$ cat config.mk
export PLATFORM = sky130hd
export DESIGN_NAME = touch_gesture_classifier_flat
export DESIGN_NICKNAME = d
export VERILOG_FILES = /design/src/sv/tgc_pkg.sv /design/src/sv/tgc_if.sv /design/src/sv/tgc_div.sv /design/src/sv/tgc_datapath.sv /design/src/sv/tgc_ctrl.sv /design/src/sv/touch_gesture_classifier.sv /design/src/flat_wrapper.sv
export SDC_FILE = /design/constraint.sdc
export NUM_CORES = 2
export LEC_CHECK = 0
export BUFFER_PORTS_ARGS = -buffer_cell sky130_fd_sc_hd__buf_2
export CAP_MARGIN = 20
export CORE_MARGIN = 4
export CORE_UTILIZATION = 25
export DETAILED_ROUTE_END_ITERATION = 12
export HOLD_SLACK_MARGIN = 0.12
export PLACE_DENSITY_LB_ADDON = 0.12
export SKIP_CTS_REPAIR_TIMING = 1
export SYNTH_ARGS = -nofsm -noshare
export SYNTH_HDL_FRONTEND = slang
export SYNTH_SLANG_ARGS = --single-unit
$ cat constraint.sdc
create_clock -name clk_i -period 11.06 [get_ports clk_i]
set_input_delay 1.659 -clock clk_i [delete_from_list [all_inputs] [get_ports clk_i]]
set_output_delay 1.659 -clock clk_i [all_outputs]
set_load 0.05 [all_outputs]
$ cat src/sv/tgc_pkg.sv
package tgc_pkg;
  localparam int RawBits = 12;
  localparam int CoordBits = 11;
  localparam int SwipeMin = 20;
  localparam int TapMinMs = 50;
  localparam int StepDivs = 40;
  localparam int Recip5 = 52429;
  localparam int Recip5Shift = 18;

  localparam logic [2:0] DirNear = 3'd0;
  localparam logic [2:0] DirLeft = 3'd1;
  localparam logic [2:0] DirRight = 3'd2;
  localparam logic [2:0] DirUp = 3'd3;
  localparam logic [2:0] DirDown = 3'd4;
  localparam logic [2:0] DirIdle = 3'd5;

  localparam logic [1:0] ReqNone = 2'd0;
  localparam logic [1:0] ReqVolume = 2'd1;
  localparam logic [1:0] ReqStations = 2'd2;
  localparam logic [1:0] ReqPlayer = 2'd3;

  localparam logic [1:0] ModePlayer = 2'd0;
  localparam logic [1:0] ModeVolume = 2'd1;
  localparam logic [1:0] ModeStations = 2'd2;

  localparam logic [2:0] BtnNone = 3'd0;
  localparam logic [2:0] BtnCenter = 3'd1;
  localparam logic [2:0] BtnLeft = 3'd2;
  localparam logic [2:0] BtnRight = 3'd3;
  localparam logic [2:0] BtnVolDown = 3'd4;
  localparam logic [2:0] BtnVolUp = 3'd5;

  localparam logic [2:0] RegXMin = 3'd0;
  localparam logic [2:0] RegXMax = 3'd1;
  localparam logic [2:0] RegYMin = 3'd2;
  localparam logic [2:0] RegYMax = 3'd3;
  localparam logic [2:0] RegWidth = 3'd4;
  localparam logic [2:0] RegHeight = 3'd5;
  localparam logic [2:0] RegLong = 3'd6;
  localparam logic [2:0] RegRegion = 3'd7;

  typedef struct packed {
    logic load;
    logic div_start;
    logic div_sel_y;
    logic cap_x;
    logic cap_y;
    logic update;
  } ctrl_t;

  typedef struct packed {
    logic div_done;
  } stat_t;
endpackage

$ cat src/sv/tgc_if.sv
interface tgc_in_if #(parameter int RawBits = 12);
  logic valid;
  logic ready;
  logic touched;
  logic [RawBits-1:0] raw_x;
  logic [RawBits-1:0] raw_y;
  logic [31:0] now_ms;
  logic [1:0] screen_mode;
  modport source(output valid, touched, raw_x, raw_y, now_ms, screen_mode, input ready);
  modport sink(input valid, touched, raw_x, raw_y, now_ms, screen_mode, output ready);
endinterface

interface tgc_out_if #(parameter int CoordBits = 11);
  logic valid;
  logic ready;
  logic [1:0] mode_request;
  logic step_event;
  logic step_forward;
  logic [2:0] button_event;
  logic [2:0] swipe_direction;
  logic [CoordBits-1:0] mapped_x;
  logic [CoordBits-1:0] mapped_y;
  modport source(output valid, mode_request, step_event, step_forward, button_event,
                 swipe_direction, mapped_x, mapped_y, input ready);
  modport sink(input valid, mode_request, step_event, step_forward, button_event,
               swipe_direction, mapped_x, mapped_y, output ready);
endinterface

$ cat src/sv/tgc_div.sv
module tgc_div #(
  parameter int NumBits = 23,
  parameter int DenBits = 12
) (
  input  logic               clk_i,
  input  logic               rst_ni,
  input  logic               start_i,
  input  logic [NumBits-1:0] num_i,
  input  logic [DenBits-1:0] den_i,
  output logic               done_o,
  output logic [NumBits-1:0] quot_o
);
  localparam int CntBits = $clog2(NumBits + 1);
  logic [NumBits-1:0] q_q, q_d;
  logic [DenBits:0] r_q, r_d;
  logic [DenBits-1:0] den_q, den_d;
  logic [CntBits-1:0] cnt_q, cnt_d;
  logic busy_q, busy_d, done_q, done_d;
  logic [DenBits:0] sh;

  always_comb begin
    q_d = q_q;
    r_d = r_q;
    den_d = den_q;
    cnt_d = cnt_q;
    busy_d = busy_q;
    done_d = 1'b0;
    sh = {r_q[DenBits-1:0], q_q[NumBits-1]};
    if (start_i) begin
      q_d = num_i;
      r_d = '0;
      den_d = den_i;
      cnt_d = CntBits'(NumBits);
      busy_d = 1'b1;
    end else if (busy_q) begin
      if (sh >= {1'b0, den_q}) begin
        r_d = sh - {1'b0, den_q};
        q_d = {q_q[NumBits-2:0], 1'b1};
      end else begin
        r_d = sh;
        q_d = {q_q[NumBits-2:0], 1'b0};
      end
      cnt_d = cnt_q - 1'b1;
      if (cnt_q == CntBits'(1)) begin
        busy_d = 1'b0;
        done_d = 1'b1;
      end
    end
  end

  always_ff @(posedge clk_i or negedge rst_ni) begin
    if (!rst_ni) begin
      busy_q <= 1'b0;
      done_q <= 1'b0;
      cnt_q <= '0;
    end else begin
      busy_q <= busy_d;
      done_q <= done_d;
      cnt_q <= cnt_d;
    end
  end

  always_ff @(posedge clk_i) begin
    q_q <= q_d;
    r_q <= r_d;
    den_q <= den_d;
  end

  assign done_o = done_q;
  assign quot_o = q_q;
endmodule

$ cat src/sv/tgc_datapath.sv
module tgc_datapath #(
  parameter int RawBits = tgc_pkg::RawBits,
  parameter int CoordBits = tgc_pkg::CoordBits
) (
  input  logic                 clk_i,
  input  logic                 rst_ni,
  input  tgc_pkg::ctrl_t       ctrl_i,
  output tgc_pkg::stat_t       stat_o,
  input  logic                 touched_i,
  input  logic [RawBits-1:0]   raw_x_i,
  input  logic [RawBits-1:0]   raw_y_i,
  input  logic [31:0]          now_ms_i,
  input  logic [1:0]           screen_mode_i,
  input  logic [RawBits-1:0]   x_min_i,
  input  logic [RawBits-1:0]   x_max_i,
  input  logic [RawBits-1:0]   y_min_i,
  input  logic [RawBits-1:0]   y_max_i,
  input  logic [CoordBits-1:0] width_i,
  input  logic [CoordBits-1:0] height_i,
  input  logic [15:0]          long_ms_i,
  input  logic                 region_on_i,
  output logic [1:0]           req_o,
  output logic                 step_o,
  output logic                 fwd_o,
  output logic [2:0]           btn_o,
  output logic [2:0]           dir_o,
  output logic [CoordBits-1:0] mx_o,
  output logic [CoordBits-1:0] my_o
);
  localparam int NumBits = RawBits + CoordBits;
  localparam int DB = CoordBits + 1;
  localparam int MW = CoordBits + 18;

  logic touched_q;
  logic [RawBits-1:0] rx_q, ry_q;
  logic [31:0] now_q;
  logic [1:0] mode_q;
  logic was_q;
  logic [CoordBits-1:0] sx_q, sy_q, ax_q, ay_q, mx_q, my_q;
  logic [2:0] dir_q;
  logic [31:0] ps_q;
  logic [1:0] req_q;
  logic step_q, fwd_q;
  logic [2:0] btn_q;

  logic [RawBits-1:0] lo, hi, raw;
  logic [CoordBits-1:0] size;
  logic [NumBits-1:0] num, quot;
  logic div_done;
  logic [CoordBits-1:0] clamp;
  logic zero_map;

  assign lo = ctrl_i.div_sel_y ? y_min_i : x_min_i;
  assign hi = ctrl_i.div_sel_y ? y_max_i : x_max_i;
  assign raw = ctrl_i.div_sel_y ? ry_q : rx_q;
  assign size = ctrl_i.div_sel_y ? height_i : width_i;
  assign num = NumBits'(raw - lo) * NumBits'(size);
  assign zero_map = (hi <= lo) || (size == '0) || (raw <= lo);

  tgc_div #(.NumBits(NumBits), .DenBits(RawBits)) u_div (
    .clk_i, .rst_ni,
    .start_i(ctrl_i.div_start),
    .num_i(num),
    .den_i(hi - lo),
    .done_o(div_done),
    .quot_o(quot)
  );
  assign stat_o.div_done = div_done;

  always_comb begin
    if (zero_map) clamp = '0;
    else if (quot > NumBits'(size - 1'b1)) clamp = size - 1'b1;
    else clamp = quot[CoordBits-1:0];
  end

  logic [DB-1:0] dx, dy, adx, ady;
  logic nx, ny;
  logic [2:0] cls;
  always_comb begin
    dx = {1'b0, mx_q} - {1'b0, sx_q};
    dy = {1'b0, my_q} - {1'b0, sy_q};
    nx = mx_q < sx_q;
    ny = my_q < sy_q;
    adx = nx ? {1'b0, sx_q - mx_q} : dx;
    ady = ny ? {1'b0, sy_q - my_q} : dy;
    if (adx > DB'(tgc_pkg::SwipeMin) || ady > DB'(tgc_pkg::SwipeMin)) begin
      if (adx > ady) cls = (!nx && adx != '0) ? tgc_pkg::DirRight : tgc_pkg::DirLeft;
      else cls = (!ny && ady != '0) ? tgc_pkg::DirDown : tgc_pkg::DirUp;
    end else begin
      cls = tgc_pkg::DirNear;
    end
  end

  // step test: d*40 >= 2*size
  logic [CoordBits-1:0] vd, sd;
  logic vstep, sstep;
  assign vd = (mx_q > ax_q) ? mx_q - ax_q : ax_q - mx_q;
  assign sd = (my_q > ay_q) ? my_q - ay_q : ay_q - my_q;
  assign vstep = (width_i != '0) &&
                 ((CoordBits+6)'(vd) * (CoordBits+6)'(tgc_pkg::StepDivs) >=
                  (CoordBits+6)'({width_i, 1'b0}));
  assign sstep = (height_i != '0) &&
                 ((CoordBits+6)'(sd) * (CoordBits+6)'(tgc_pkg::StepDivs) >=
                  (CoordBits+6)'({height_i, 1'b0}));

  // divide by 5 through the reciprocal, exact below 2^18
  logic [MW-1:0] wl_p, wh_p, hl_p, hh_p;
  logic [CoordBits-1:0] wl, wh, hl, hh;
  assign wl_p = MW'(width_i) * MW'(tgc_pkg::Recip5);
  assign wh_p = MW'({width_i, 2'b00}) * MW'(tgc_pkg::Recip5);
  assign hl_p = MW'(height_i) * MW'(tgc_pkg::Recip5);
  assign hh_p = MW'({height_i, 2'b00}) * MW'(tgc_pkg::Recip5);
  assign wl = wl_p[tgc_pkg::Recip5Shift +: CoordBits];
  assign wh = wh_p[tgc_pkg::Recip5Shift +: CoordBits];
  assign hl = hl_p[tgc_pkg::Recip5Shift +: CoordBits];
  assign hh = hh_p[tgc_pkg::Recip5Shift +: CoordBits];

  logic [2:0] tap;
  always_comb begin
    if (!region_on_i) tap = tgc_pkg::BtnCenter;
    else if (sx_q < wl && sy_q < hl) tap = tgc_pkg::BtnLeft;
    else if (sx_q < wl && sy_q > hh) tap = tgc_pkg::BtnVolDown;
    else if (sx_q > wh && sy_q < hl) tap = tgc_pkg::BtnRight;
    else if (sx_q > wh && sy_q > hh) tap = tgc_pkg::BtnVolUp;
    else if (sx_q > wl && sx_q < wh && sy_q > hl && sy_q < hh) tap = tgc_pkg::BtnCenter;
    else tap = tgc_pkg::BtnNone;
  end

  logic [31:0] held;
  assign held = now_q - ps_q;

  always_ff @(posedge clk_i or negedge rst_ni) begin
    if (!rst_ni) begin
      was_q <= 1'b1;
      sx_q <= '0;
      sy_q <= '0;
      ax_q <= '0;
      ay_q <= '0;
      dir_q <= tgc_pkg::DirIdle;
      ps_q <= '0;
    end else if (ctrl_i.update) begin
      was_q <= touched_q;
      if (touched_q) begin
        if (!was_q) begin
          sx_q <= mx_q;
          sy_q <= my_q;
          ax_q <= mx_q;
          ay_q <= my_q;
          dir_q <= tgc_pkg::DirNear;
          ps_q <= now_q;
        end else begin
          dir_q <= cls;
          if (cls == tgc_pkg::DirLeft || cls == tgc_pkg::DirRight) begin
            ps_q <= now_q;
            if ((mode_q == tgc_pkg::ModePlayer || mode_q == tgc_pkg::ModeVolume) && vstep)
              ax_q <= mx_q;
          end else if (cls == tgc_pkg::DirUp || cls == tgc_pkg::DirDown) begin
            ps_q <= now_q;
            if ((mode_q == tgc_pkg::ModePlayer || mode_q == tgc_pkg::ModeStations) && sstep)
              ay_q <= my_q;
          end
        end
      end else if (was_q) begin
        dir_q <= tgc_pkg::DirIdle;
      end
    end
  end

  always_ff @(posedge clk_i) begin
    if (ctrl_i.load) begin
      touched_q <= touched_i;
      rx_q <= raw_x_i;
      ry_q <= raw_y_i;
      now_q <= now_ms_i;
      mode_q <= screen_mode_i;
      mx_q <= '0;
      my_q <= '0;
    end
    if (ctrl_i.cap_x) mx_q <= clamp;
    if (ctrl_i.cap_y) my_q <= clamp;
    if (ctrl_i.update) begin
      req_q <= tgc_pkg::ReqNone;
      step_q <= 1'b0;
      fwd_q <= 1'b0;
      btn_q <= tgc_pkg::BtnNone;
      if (touched_q && was_q) begin
        if (cls == tgc_pkg::DirLeft || cls == tgc_pkg::DirRight) begin
          if (mode_q == tgc_pkg::ModePlayer || mode_q == tgc_pkg::ModeVolume) begin
            req_q <= tgc_pkg::ReqVolume;
            step_q <= vstep;
            fwd_q <= vstep && (mx_q > ax_q);
          end
        end else if (cls == tgc_pkg::DirUp || cls == tgc_pkg::DirDown) begin
          if (mode_q == tgc_pkg::ModePlayer || mode_q == tgc_pkg::ModeStations) begin
            req_q <= tgc_pkg::ReqStations;
            step_q <= sstep;
            fwd_q <= sstep && (my_q > ay_q);
          end
        end
      end else if (!touched_q && was_q && dir_q == tgc_pkg::DirNear) begin
        if (held < {16'd0, long_ms_i}) begin
          if (held > 32'(tgc_pkg::TapMinMs)) btn_q <= tap;
        end else begin
          req_q <= (mode_q == tgc_pkg::ModePlayer) ? tgc_pkg::ReqStations
                                                   : tgc_pkg::ReqPlayer;
        end
      end
    end
  end

  assign req_o = req_q;
  assign step_o = step_q;
  assign fwd_o = fwd_q;
  assign btn_o = btn_q;
  assign dir_o = dir_q;
  assign mx_o = mx_q;
  assign my_o = my_q;
endmodule

$ cat src/sv/tgc_ctrl.sv
module tgc_ctrl (
  input  logic           clk_i,
  input  logic           rst_ni,
  input  logic           in_valid_i,
  input  logic           in_touched_i,
  output logic           in_ready_o,
  output logic           out_valid_o,
  input  logic           out_ready_i,
  output tgc_pkg::ctrl_t ctrl_o,
  input  tgc_pkg::stat_t stat_i
);
  localparam logic [2:0] SIdle = 3'd0;
  localparam logic [2:0] SDivX = 3'd1;
  localparam logic [2:0] SWaitX = 3'd2;
  localparam logic [2:0] SDivY = 3'd3;
  localparam logic [2:0] SWaitY = 3'd4;
  localparam logic [2:0] SUpd = 3'd5;
  localparam logic [2:0] SOut = 3'd6;

  logic [2:0] state_q, state_d;

  always_comb begin
    state_d = state_q;
    ctrl_o = '0;
    in_ready_o = 1'b0;
    out_valid_o = 1'b0;
    case (state_q)
      SIdle: begin
        in_ready_o = 1'b1;
        if (in_valid_i) begin
          ctrl_o.load = 1'b1;
          state_d = in_touched_i ? SDivX : SUpd;
        end
      end
      SDivX: begin
        ctrl_o.div_start = 1'b1;
        state_d = SWaitX;
      end
      SWaitX: begin
        if (stat_i.div_done) begin
          ctrl_o.cap_x = 1'b1;
          state_d = SDivY;
        end
      end
      SDivY: begin
        ctrl_o.div_sel_y = 1'b1;
        ctrl_o.div_start = 1'b1;
        state_d = SWaitY;
      end
      SWaitY: begin
        ctrl_o.div_sel_y = 1'b1;
        if (stat_i.div_done) begin
          ctrl_o.cap_y = 1'b1;
          state_d = SUpd;
        end
      end
      SUpd: begin
        ctrl_o.update = 1'b1;
        state_d = SOut;
      end
      SOut: begin
        out_valid_o = 1'b1;
        in_ready_o = out_ready_i;
        if (out_ready_i) begin
          state_d = SIdle;
          if (in_valid_i) begin
            ctrl_o.load = 1'b1;
            state_d = in_touched_i ? SDivX : SUpd;
          end
        end
      end
      default: state_d = SIdle;
    endcase
  end

  always_ff @(posedge clk_i or negedge rst_ni) begin
    if (!rst_ni) begin
      state_q <= SIdle;
    end else begin
      state_q <= state_d;
    end
  end
endmodule

$ cat src/sv/touch_gesture_classifier.sv
// A touched sample runs two 23-step divisions, X then Y, on one shared divider; a release skips them.
// The block takes no new sample until the result has left; the next is taken on the cycle the result leaves.
// The serial restoring divider sets the rate, one quotient bit per cycle.
// Reset (rst_ni low, asynchronous) restores the default calibration and gesture state.
module touch_gesture_classifier #(
  parameter int RawBits = tgc_pkg::RawBits,
  parameter int CoordBits = tgc_pkg::CoordBits
) (
  input  logic        clk_i,
  input  logic        rst_ni,
  tgc_in_if.sink      in_if,
  tgc_out_if.source   out_if,
  input  logic        psel,
  input  logic        penable,
  input  logic        pwrite,
  input  logic [4:0]  paddr,
  input  logic [31:0] pwdata,
  output logic [31:0] prdata,
  output logic        pready
);
  logic [RawBits-1:0] xmin_q, xmax_q, ymin_q, ymax_q;
  logic [CoordBits-1:0] w_q, h_q;
  logic [15:0] long_q;
  logic reg_q;
  logic [2:0] idx;
  tgc_pkg::ctrl_t ctrl;
  tgc_pkg::stat_t stat;

  assign pready = 1'b1;
  assign idx = paddr[4:2];

  always_ff @(posedge clk_i or negedge rst_ni) begin
    if (!rst_ni) begin
      xmin_q <= RawBits'(400);
      xmax_q <= RawBits'(3800);
      ymin_q <= RawBits'(260);
      ymax_q <= RawBits'(3800);
      w_q <= CoordBits'(320);
      h_q <= CoordBits'(240);
      long_q <= 16'd1000;
      reg_q <= 1'b1;
    end else if (psel && penable && pwrite) begin
      case (idx)
        tgc_pkg::RegXMin: xmin_q <= pwdata[RawBits-1:0];
        tgc_pkg::RegXMax: xmax_q <= pwdata[RawBits-1:0];
        tgc_pkg::RegYMin: ymin_q <= pwdata[RawBits-1:0];
        tgc_pkg::RegYMax: ymax_q <= pwdata[RawBits-1:0];
        tgc_pkg::RegWidth: w_q <= pwdata[CoordBits-1:0];
        tgc_pkg::RegHeight: h_q <= pwdata[CoordBits-1:0];
        tgc_pkg::RegLong: long_q <= pwdata[15:0];
        tgc_pkg::RegRegion: reg_q <= pwdata[0];
        default: ;
      endcase
    end
  end

  always_comb begin
    case (idx)
      tgc_pkg::RegXMin: prdata = 32'(xmin_q);
      tgc_pkg::RegXMax: prdata = 32'(xmax_q);
      tgc_pkg::RegYMin: prdata = 32'(ymin_q);
      tgc_pkg::RegYMax: prdata = 32'(ymax_q);
      tgc_pkg::RegWidth: prdata = 32'(w_q);
      tgc_pkg::RegHeight: prdata = 32'(h_q);
      tgc_pkg::RegLong: prdata = 32'(long_q);
      tgc_pkg::RegRegion: prdata = 32'(reg_q);
      default: prdata = '0;
    endcase
  end

  tgc_ctrl u_ctrl (
    .clk_i, .rst_ni,
    .in_valid_i(in_if.valid),
    .in_touched_i(in_if.touched),
    .in_ready_o(in_if.ready),
    .out_valid_o(out_if.valid),
    .out_ready_i(out_if.ready),
    .ctrl_o(ctrl),
    .stat_i(stat)
  );

  tgc_datapath #(.RawBits(RawBits), .CoordBits(CoordBits)) u_dp (
    .clk_i, .rst_ni,
    .ctrl_i(ctrl),
    .stat_o(stat),
    .touched_i(in_if.touched),
    .raw_x_i(in_if.raw_x),
    .raw_y_i(in_if.raw_y),
    .now_ms_i(in_if.now_ms),
    .screen_mode_i(in_if.screen_mode),
    .x_min_i(xmin_q),
    .x_max_i(xmax_q),
    .y_min_i(ymin_q),
    .y_max_i(ymax_q),
    .width_i(w_q),
    .height_i(h_q),
    .long_ms_i(long_q),
    .region_on_i(reg_q),
    .req_o(out_if.mode_request),
    .step_o(out_if.step_event),
    .fwd_o(out_if.step_forward),
    .btn_o(out_if.button_event),
    .dir_o(out_if.swipe_direction),
    .mx_o(out_if.mapped_x),
    .my_o(out_if.mapped_y)
  );
endmodule
$ cat src/flat_wrapper.sv
// flat-port wrapper written by rule: the top's interface ports become plain ports
module touch_gesture_classifier_flat 
#(
  parameter int RawBits = tgc_pkg::RawBits,
  parameter int CoordBits = tgc_pkg::CoordBits
)
  (clk_i, rst_ni, psel, penable, pwrite, paddr, pwdata, prdata, pready, in_if_valid, in_if_touched, in_if_raw_x, in_if_raw_y, in_if_now_ms, in_if_screen_mode, in_if_ready, out_if_valid, out_if_mode_request, out_if_step_event, out_if_step_forward, out_if_button_event, out_if_swipe_direction, out_if_mapped_x, out_if_mapped_y, out_if_ready);
  tgc_in_if #(.RawBits(RawBits)) in_if_i ();
  tgc_out_if #(.CoordBits(CoordBits)) out_if_i ();
  input  logic clk_i;
  input  logic rst_ni;
  input  logic psel;
  input  logic penable;
  input  logic pwrite;
  input  logic [4:0] paddr;
  input  logic [31:0] pwdata;
  output logic [31:0] prdata;
  output logic pready;
  input wire logic [$bits(in_if_i.valid)-1:0] in_if_valid;
  input wire logic [$bits(in_if_i.touched)-1:0] in_if_touched;
  input wire logic [$bits(in_if_i.raw_x)-1:0] in_if_raw_x;
  input wire logic [$bits(in_if_i.raw_y)-1:0] in_if_raw_y;
  input wire logic [$bits(in_if_i.now_ms)-1:0] in_if_now_ms;
  input wire logic [$bits(in_if_i.screen_mode)-1:0] in_if_screen_mode;
  output wire logic [$bits(in_if_i.ready)-1:0] in_if_ready;
  output wire logic [$bits(out_if_i.valid)-1:0] out_if_valid;
  output wire logic [$bits(out_if_i.mode_request)-1:0] out_if_mode_request;
  output wire logic [$bits(out_if_i.step_event)-1:0] out_if_step_event;
  output wire logic [$bits(out_if_i.step_forward)-1:0] out_if_step_forward;
  output wire logic [$bits(out_if_i.button_event)-1:0] out_if_button_event;
  output wire logic [$bits(out_if_i.swipe_direction)-1:0] out_if_swipe_direction;
  output wire logic [$bits(out_if_i.mapped_x)-1:0] out_if_mapped_x;
  output wire logic [$bits(out_if_i.mapped_y)-1:0] out_if_mapped_y;
  input wire logic [$bits(out_if_i.ready)-1:0] out_if_ready;
  assign in_if_i.valid = in_if_valid;
  assign in_if_i.touched = in_if_touched;
  assign in_if_i.raw_x = in_if_raw_x;
  assign in_if_i.raw_y = in_if_raw_y;
  assign in_if_i.now_ms = in_if_now_ms;
  assign in_if_i.screen_mode = in_if_screen_mode;
  assign in_if_ready = in_if_i.ready;
  assign out_if_valid = out_if_i.valid;
  assign out_if_mode_request = out_if_i.mode_request;
  assign out_if_step_event = out_if_i.step_event;
  assign out_if_step_forward = out_if_i.step_forward;
  assign out_if_button_event = out_if_i.button_event;
  assign out_if_swipe_direction = out_if_i.swipe_direction;
  assign out_if_mapped_x = out_if_i.mapped_x;
  assign out_if_mapped_y = out_if_i.mapped_y;
  assign out_if_i.ready = out_if_ready;
  touch_gesture_classifier #(.RawBits(RawBits), .CoordBits(CoordBits)) u_core (.clk_i(clk_i), .rst_ni(rst_ni), .in_if(in_if_i), .out_if(out_if_i), .psel(psel), .penable(penable), .pwrite(pwrite), .paddr(paddr), .pwdata(pwdata), .prdata(prdata), .pready(pready));
endmodule
### Yosys cells after proc, flatten, opt, wreduce, memory -nomap -nowiden

Index checks and enable logic that the tools add are counted.

| word-level totals | value |
|---|---|
| bits in registers | 312 |
| input port bits | 103 |
| output and inout port bits | 67 |
| logic and storage cells | 260 |

| cells by class | value |
|---|---|
| add/subtract/negate cells | 15 |
| multipliers | 7 |
| magnitude comparators | 23 |
| eq/ne operators | 30 |
| mux-type cells | 83 |
| bitwise gates (word level) | 5 |
| reductions and logical operators | 62 |

Operators with widths:

| cell | number |
|---|---|
| $pmux 32 s8 | 1 |
| $mux 11 | 15 |
| $mul 11x16->27 const B | 4 |
| $mux 32 | 3 |
| $mux 12 | 6 |
| $sub 11x11->11 | 6 |
| $mux 23 | 2 |
| $mux 3 | 15 |
| $gt 11x11->1 | 4 |
| $lt 11x11->1 | 4 |
| $ge 17x12->1 | 2 |
| $gt 32x6->1 const B | 1 |
| $lt 32x16->1 | 1 |
| $sub 32x32->32 | 1 |
| $mul 11x3->14 const B | 2 |
| $mux 1 | 28 |
| $eq 3x3->1 const B | 8 |
| $gt 12x5->1 const B | 2 |
| $le 12x12->1 | 2 |
| $reduce_bool 12->1 | 2 |
| $sub 11x11->12 | 2 |
| $sub 12x12->12 | 2 |
| $gt 23x23->1 | 1 |
| $mul 13x12->23 | 1 |
| 37 further kinds | 110 |

### Longest topological paths before layout

| logic depth | value |
|---|---|
| depth after elaboration | 12 |
| gate-level depth with buffers | 39 |
| depth with buffers taken out | 35 |

### Cells and area by module

A second synthesis with hierarchy kept.

| second synthesis, totals | value |
|---|---|
| cells, all modules | 3,564 |
| area total of the unflattened synthesis | 34,385.5 um2 |

By module, submodules not included:

| module | times used | cells an instance | area an instance (um2) | sequential area each (um2) |
|---|---|---|---|---|
| tgc_datapath | 1 | 2,952 | 26,920.8 | 4,648.2 |
| touch_gesture_classifier | 1 | 323 | 4,309.1 | 2,217.1 |
| tgc_div | 1 | 259 | 2,895.3 | 1,466.4 |
| tgc_ctrl | 1 | 30 | 260.2 | 75.1 |

### Worst setup path before layout

Ideal clock, no wire load.

| timing path | value |
|---|---|
| path kind | reg-to-reg |
| from | register u_core.u_ctrl.state_q[2] |
| to | register u_core.u_dp.u_div.q_q[21] (netlist: u_core.u_dp.u_div.quot_o[21]), data pin |
| setup time | 268 ps |
| data arrival time | 9,714 ps |
| setup slack | 1,078 ps |
| cell stages (with the launch flop) | 40 |
| cells stage by stage | dfrtp_1 > nor2b_1 > inv_1 > o21ai_1 > clkbuf_1 > buf_1 > clkbuf_1 > clkbuf_1 > mux2i_1 > ha_1 > nor2b_1 > o21ai_0 > a21boi_0 > o21ai_0 > a21boi_0 > o21ai_0 > a21boi_0 > o21a_1 > (+4 left out) > fa_1 > fa_1 > inv_1 > fa_1 > inv_1 > fa_1 > inv_1 > fa_1 > ha_1 > and2_1 > a31o_2 > a41oi_1 > a211o_1 > o21ai_0 > or4_1 > a31oi_1 > xor2_1 > o21ai_0 |

| on the way | value |
|---|---|
| longest elaborated chain between the ends | 7 |
| elaborated cells on any way between the ends | 13 |

RTL lines:

| item | RTL line | source |
|---|---|---|
| from (decl) | tgc_ctrl.sv:20 | `logic [2:0] state_q, state_d;` |
| from (signal assigned) | tgc_ctrl.sv:78 | `state_q <= SIdle;` |
| from (signal assigned) | tgc_ctrl.sv:80 | `state_q <= state_d;` |
| $eq 3x3->1 / $eq 3x2->1 (equally long branches) | tgc_ctrl.sv:27 | `case (state_q)` |
| $reduce_or 2->1 (no line) | - |  |
| $mux 1 | tgc_ctrl.sv:27 |  |
| $mux 12, on equally long branches | tgc_datapath.sv:55, tgc_datapath.sv:53 |  |
| $sub 12x12->13 | tgc_datapath.sv:57 | `assign num = NumBits'(raw - lo) * NumBits'(size);` |
| $mul 13x12->23 | tgc_datapath.sv:57 |  |
| $mux 23 (*) | tgc_div.sv:29 | `if (start_i) begin` |
| named net u_core.u_dp.u_div.q_d[21] | tgc_div.sv:14 | `logic [NumBits-1:0] q_q, q_d;` |
| to (signal assigned) | tgc_div.sv:64 | `q_q <= q_d;` |
| to (decl) | tgc_div.sv:14 |  |

The timed path passes the listed nets; every way through them passes the cells marked *.
A chain may end at the register's enable or synchronous reset.

### Worst setup path in the final report

Ends and elaborated chain as after synthesis.

==> summary.md <==
| Metric | Value |
|---|---|
| Hold Path Origin | u_core.u_dp.u_div.r_q[11] |
| Multi-input gate area | between 20000 and 25000 um^2 |
| Drt drc | 0 |
| Max H-tree Level | 2 |
| Crit-path max cell delay | 0.58 ns |
| Die area | roughly 140000 um^2 |
| Register area share after synthesis | 24.7% |
| Largest net degree at the start of global routing | 69 |
| Num rows | ~140 |
| Clock edge transition at the registers on the reported setup and hold paths | ~0.060 ns |
| PortBufs | 134 |
| CTS tree | done |
| Worst-margin pin slew | 1.28 ns |
| Drt first pass iters | 8 |
| Outcome | completed |
| HP Class | flip-flop to flip-flop |
| Post-synth EDFFs | between 100 and 150 |
| R2R setup slack | between 1 and 1.5 ns |
| Worst path bufs/invs | 7 |
| Grt ovf | 0 |
| Post-Syn Area | 34100 um^2 |
| Routed vias/inst | around 4.6 |
| Placed Cells | 5536 |
| Yosys reg bits | about 310 |
| Tmin final | between 9 and 10 ns |
| Routed Antenna Nets | 0 |
| Avg WL per Cell | ~19 um |
| Final setup violation count | 0 |
| Bufs on Longest Clock Path | 3 |
| Asr flop ratio synth | 56.7% |
| FF+latch area | around 8400 um^2 |
| CP startpoint | u_core.u_ctrl.state_q[2] |
| Placer Congestion | ~0.80 |
| Routed vias | ~26000 |
| Fillers | between 10000 and 15000 |
| Num ports | 170 |
| Mapped Cells | 3685 |
| Total CTS buffers | 46 |
| Maximum fanout along the worst path | 11 |
| CP Data Arrival Time | between 10 and 15 ns |
| Global-route wire length before repair | roughly 170000 um |
| Top FF cell, synth | dfrtp_1 |
| Layout cells sized above 1 | approximately an eighth |
| Clock sink count | between 300 and 400 |
| Crit Path Category | flip-flop to flip-flop |
| Non-Filler Instances | 5624 |
| WP data required | 11.40 ns |
| Height of the die | approximately 380 um |
| Core area | between 100000 and 150000 um^2 |
| Crit share post-route | 87.4% |
| Clk root buf | clkbuf_16 |
| Dpl hpwl | between 80000 and 90000 um |
| Final net count | about 4600 |
| Max-Cap Viols | 0 |
| Initial antenna violation count | 9 |
| DRT iter0 DRCs | around 1400 |
| GRT Util Overall | between 10% and 20% |
| Total wire length | about 110000 um |
| Placed cell area | approximately 37000 um^2 |
| Die Width | around 380 um |
| Fin area | roughly 38000 um^2 |
| Slowest CP cell | fa_1 |
| Clk_skew | about 0.046 ns |
| Slew headroom | 14.6% |
| Later-pin clock latency in the skew report | between 0.6 and 0.7 ns |
| Distinct cells, synth | 95 |
| Synthesized area per cell | between 9 and 10 um^2 |
| Crit-path leading delay family | adder cells |
| RSZ-0062 raised after global routing | no |
| Initial Util | roughly a quarter |
| Max Freq | 0.103 GHz |
| Cell repeated most along the worst path | fa_1 |
| Slew Viols, Final | 0 |
| Synthesis Warnings | 0 |
| Hold Violations, Final | 0 |
| TNS Setup | 0 ns |
| R2R Path Start | u_core.u_ctrl.state_q[2] |
| Vias in the first global route | ~26000 |
| Synth-to-Final Area Change | 12.7% |
| Crit path launch type | flip-flop |
| CP Capture Type | flip-flop |
[synth_stat cells (37+ instances only)]
cell	number	area [um^2]
nand4_1	41	257
nand2_1	320	1200
xnor2_1	92	806
clkbuf_1	85	319
dfrtp_1	142	3550
a21oi_1	167	836
edfxtp_1	123	3690
o21a_1	37	278
a21o_1	78	586
o21ai_0	186	931
nand3_1	39	195
nor2b_1	63	394
xor2_1	48	420
inv_1	576	2160
fa_1	216	4320
nor3_1	49	245
mux2_2	107	1200
ha_1	494	6180
nor2_1	196	736
nand2b_1	41	257
mux2i_1	76	761
[placed cells by master (no fill, tap or decap), types with 123 or more instances in the layout]
cell type,instances
inv_1,575
ha_1,494
nand2_1,320
fa_1,216
nor2_1,195
o21ai_0,185
a21oi_1,167
dfrtp_1,142
buf_2,133
edfxtp_1,123
[logic make-up after synthesis]
logic type / count (synthesis) / share of synthesized area (%)
flip-flops: 312 / 24.7
AND/OR/NAND/NOR: 888 / 12.6
adder cells (fa/ha/maj): 713 / 30.9
AO/OA/AOI/OAI: 746 / 14.3
multiplexers: 187 / 5.97
XOR/XNOR: 140 / 3.60
other: 2 / 0.0220
buffers and inverters: 697 / 7.95
[area by class of cell]
class | count | share of cell area [%]
Multi-Input combinational cell | 2691 | 60.0
Clock buffer | 60 | 3.21
Tap cell | 1781 | 5.80
Inverter | 577 | 5.64
Antenna cell | 3 | 0.0196
Sequential cell | 312 | 21.9
Clock inverter | 25 | 0.795
Timing Repair Buffer | 175 | 2.58
[path summary, 6_finish.rpt]
kind                            cells after the start                      endpoint
min in group asynchronous                           1          u_core.u_dp.ps_q[31]
worst max register to register                     34  u_core.u_dp.u_div.quot_o[21]
worst min-delay path                                2     u_core.u_dp.u_div.r_q[11]
worst max-delay path                               34  u_core.u_dp.u_div.quot_o[21]
max in group asynchronous                           2           u_core.u_dp.sx_q[7]
worst min register to register                      2     u_core.u_dp.u_div.r_q[11]
[worst register-to-register path: cells and delay by family, from the launching register on]
family | cells | cell delay [ns]
adder cells (fa/ha/maj) | 8 | 3.71
AO/OA/AOI/OAI | 12 | 2.49
AND/OR/NAND/NOR | 5 | 1.19
buffers and inverters | 7 | 1.00
multiplexers | 1 | 0.45
flip-flops | 1 | 0.41
XOR/XNOR | 1 | 0.15
[metrics by stage]
stage / worst slack (ns) / hold WS, ns / util [%]
floorplan: 1.08 / 0.450 / -
global placement: 1.24 / 0.467 / 27.2
detailed placement: 1.27 / 0.467 / 27.2
CTS: 1.25 / 0.477 / 28.3
global route: 0.563 / 0.493 / 28.3
finish: 1.39 / 0.478 / 28.3
[metal layers]
metal,wire (um),up-vias,track usage (%)
met4,1710,6,3.02
met1,55100,12500,22.2
met5,41,-,0
met3,3510,80,2.07
li1,-,12900,-
met2,48000,320,23.9
[registers in the layout, summed over array words and instances, names as in the netlist, 16 cells and up]
register / flops
u_core.long_q: 16
u_core.u_dp.ps_q: 32
u_core.u_dp.now_q: 32
u_core.u_dp.u_div.quot_o: 23
Power is left out: the tool's default activity adds up to more than one toggle a clock period on the data nets, which glitch-free logic cannot reach.
